File: config.mk
export PLATFORM = sky130hd
export DESIGN_NAME = ffha_ram
export DESIGN_NICKNAME = d
export VERILOG_FILES = /design/src/rtl/ffha_ram.sv
export SDC_FILE = /design/constraint.sdc
export NUM_CORES = 1
export LEC_CHECK = 0
export BUFFER_PORTS_ARGS = -buffer_cell sky130_fd_sc_hd__buf_2
export CORE_ASPECT_RATIO = 2
export CORE_MARGIN = 2
export CORE_UTILIZATION = 50
export CTS_CLUSTER_DIAMETER = 120
export CTS_CLUSTER_SIZE = 30
export DETAILED_ROUTE_END_ITERATION = 16
export GPL_TIMING_DRIVEN = 0
export PLACE_DENSITY = 0.65
export SKIP_CTS_REPAIR_TIMING = 1
export SLEW_MARGIN = 30
export SYNTH_ARGS = -nofsm -noshare
export SYNTH_HDL_FRONTEND = slang
export SYNTH_SLANG_ARGS = --single-unit
File: constraint.sdc
create_clock -name clock -period 2.7 [get_ports clock]
set_clock_uncertainty 0.15 [all_clocks]
set_input_delay 0.135 -clock clock [delete_from_list [all_inputs] [get_ports clock]]
set_output_delay 0.135 -clock clock [all_outputs]
set_load 0.01 [all_outputs]
File: src/rtl/ffha_ram.sv
module ffha_ram #(
   parameter int WIDTH = 8,
   parameter int DEPTH = 16
) (
   input  logic                     clock,
   input  logic                     wr_en,
   input  logic [$clog2(DEPTH)-1:0] wr_addr,
   input  logic [WIDTH-1:0]         wr_data,
   input  logic [$clog2(DEPTH)-1:0] rd_addr,
   output logic [WIDTH-1:0]         rd_data
);
   logic [WIDTH-1:0] mem [DEPTH];

   always_ff @(posedge clock) begin
      if (wr_en) begin
         mem[wr_addr] <= wr_data;
      end
      rd_data <= mem[rd_addr];
   end
endmodule

==> results.py <==
metrics = {
    "grt": {
        "antenna_found_initial": 0,
        "grt_use_total_pct": 20.3,
        "grt_pass1_wl_microns": 15000,
        "grt_pass1_vias": 2480,
        "grt_max_degree": 17,
        "grt-ovfl-total": 0,
    },
    "timing": {
        "hold_viol_final": 0,
        "relSlewSlack_pct": 42.7,
        "tightest_slew_ns": 0.856,
        "post-route-min-period_ns": 1.57,
        "finalSetupTns_ns": 0,
        "fmax_ghz": 0.637,
        "finalCritPeriodShare_pct": 58.1,
        "report.final.slew_viol_count": 0,
        "setup_viol": 0,
        "rsz0062_at_grt": "false",
    },
    "final_layout": {
        "area_growth_pct": 18.3,
        "final_layout_size_suffix_gt1_share_pct": 29.1,
        "fin_area_sq_um": 6090,
        "layout_common_cells": "128 x edfxtp_1, 27 x buf_2, 18 x mux4_2",
        "final_net_count": 297,
        "n_antenna_cell": 0,
        "utilization_pct": 60.4,
        "mostFrequentLayoutCell": "edfxtp_1",
    },
    "yosys": {
        "ys_warn_count": 0,
        "synth_nets": 247,
        "avgSynthCellArea_sq_um": 22.5,
        "ys_types": 19,
        "ys_seq_area_share_pct": 77.8,
        "synth_seq_cells": 136,
        "synth_cells": 229,
        "netlist_area_sq_um": 5150,
    },
    "place": {
        "placed_cell_area_sq_um": 5460,
        "portBuffers": 24,
        "place.gp.congestion": 0.780,
        "dp_hpwl_microns": 6550,
    },
    "power_and_ir_drop": {
        "leakage_nw": 2.03,
        "power_density_nw_per_um2": 784,
        "switching_power_mw": 0.972,
        "power.internal_mw": 3.80,
        "irDropWorstVdd_v": 0.000729,
        "sw_frac_of_total_pct": 20.4,
        "total_power_mw": 4.77,
        "seqPwrFrac_pct": 49.7,
        "power_frac_comb_pct": 5.0,
        "pwr-share-clk_pct": 45.3,
    },
    "critical_path": {
        "critical_path_buf_inv_count": 0,
        "crit_chain": "mux4_1 -> a22oi_1 -> nand2_1",
        "cp.required_ns": 2.84,
        "r2r_end": "rd_data[2]$_DFF_P_",
        "slowest_stage": "mux4_1",
        "critPathKind": "register to register",
        "path_max_fanout": 1,
        "startpoint_type": "register",
        "rrSetupSlack_ns": 1.13,
        "worstRegToRegCells": 3,
        "endpoint_kind": "register",
        "path_delay_family": "multiplexers",
        "max_stage_delay_ns": 0.57,
        "critPathArrivalTime_ns": 1.71,
        "r2r-start": "mem[1][2]$_DFFE_PP_",
    },
    "die": {
        "rows": 52,
        "start_util_pct": 51.0,
        "dieArea_sq_um": 11200,
        "core_sq_um": 10100,
        "io_pins": 26,
        "dieHeight_microns": 147,
        "fp.dieW_microns": 75.7,
    },
    "run_status": {
        "outcome": "finished clean",
    },
    "clocking": {
        "cts_root_buf": "clkbuf_16",
        "cts_sinks": 136,
        "cts_buffer_depth": 2,
        "cts_inserted_buffers": 17,
        "clock_latency_ns": 0.41,
        "htreeDepth": 4,
        "tritoncts": "yes",
        "clkTransAtPathRegs_ns": 0.06,
    },
    "detailed_routing": {
        "dr_total_vias": 2406,
        "via_per_inst": 5.63,
        "drtAntennaViolNets": 0,
        "routed_wl_microns": 10100,
        "drt_iter0_markers": 171,
        "routedWlPerCell_microns": 23.5,
        "drc_errors": 0,
        "drtPass1Iterations": 4,
    },
    "hold_path": {
        "min_to": "mem[3][2]$_DFFE_PP_",
        "whs_path_depth": 1,
        "min_from": "wr_data[2]",
        "min_path_type": "input pin to register",
    },
    "job": {
        "cap_violations": 0,
    },
}
worst max-delay path by stage:
stage,end,depth (start not counted),start,slack (ns)
after global routing,rd_data[2]$_DFF_P_,3,mem[1][2]$_DFFE_PP_,1.05
after CTS,rd_data[2]$_DFF_P_,3,mem[1][2]$_DFFE_PP_,1.11
after detailed placement,mem[2][3]$_DFFE_PP_,3,wr_addr[2],0.74
after global placement,mem[0][2]$_DFFE_PP_,3,wr_addr[2],0.35
after floorplan,mem[0][0]$_DFFE_PP_,2,wr_addr[2],0.92
final,rd_data[2]$_DFF_P_,3,mem[1][2]$_DFFE_PP_,1.13
cell usage after synthesis:
cell type	instances	area [sq um]
buf_6	3	33.8
buf_2	3	15.0
edfxtp_1	128	3840
buf_4	1	7.51
nor2_1	13	48.8
a22oi_1	16	120
dfxtp_1	8	160
and2b_1	1	7.51
mux4_2	18	405
nor3_1	4	20.0
and2_1	1	6.26
clkdlybuf4s25_2	3	30.0
nand3b_1	2	15.0
nor2b_1	1	6.26
nand2b_1	2	12.5
or3b_2	1	8.76
nand3_1	1	5.00
nand2_1	9	33.8
mux4_1	14	368
state kept, by name (all words and copies together), names as in the netlist:
signal,flops
mem,128
rd_data,8
layout make-up:
type | instances | area, sq um
Clock inverter | 15 | 136
Tap cell | 135 | 169
Timing Repair Buffer | 31 | 190
Clock buffer | 17 | 425
Multi-Input combinational cell | 83 | 1080
Fill cell | 715 | 4000
Sequential cell | 136 | 4000
Buffer | 10 | 86.3
metal layers:
layer / track usage, % / part of all wire, %
met1: 25.4 / 39
met2: 33.1 / 55
met3: 5.73 / 3.8
met4: 7.28 / 2.2
met5: 0 / 0
kinds of logic (layout without fill, tap and decap cells):
group	count (synthesis)	after routing	share of synthesized area [%]
DFF	136	136	77.8
buffers and inverters	10	73	1.68
muxes	32	32	15.0
and+or+nand+nor	35	35	3.18
AOI/OAI and AO/OA	16	16	2.33
power groups by stage:
stage / clock (mW) / combinational, mW / sequential (mW)
floorplan: 0 / 0.120 / 2.42
detailed placement: 0 / 0.234 / 2.42
global route: 2.29 / 0.258 / 2.38
CTS: 2.19 / 0.235 / 2.37
global placement: 0 / 0.227 / 2.41
finish: 2.16 / 0.239 / 2.37
stage by stage:
| stage | instances | hold slack [ns] | setup slack [ns] |
|---|---|---|---|
| 6_report | 427 | 0.00410 | 1.13 |
| 5_1_grt | 427 | 0.00190 | 1.05 |
| 4_1_cts | 420 | -0.0311 | 1.11 |
| 3_5_place_dp | 388 | 0.377 | 0.737 |
| 3_3_place_gp | 388 | 0.377 | 0.346 |
| 2_1_floorplan | 229 | 0.0839 | 0.922 |
No activity file was read; power rests on OpenSTA's default activity.
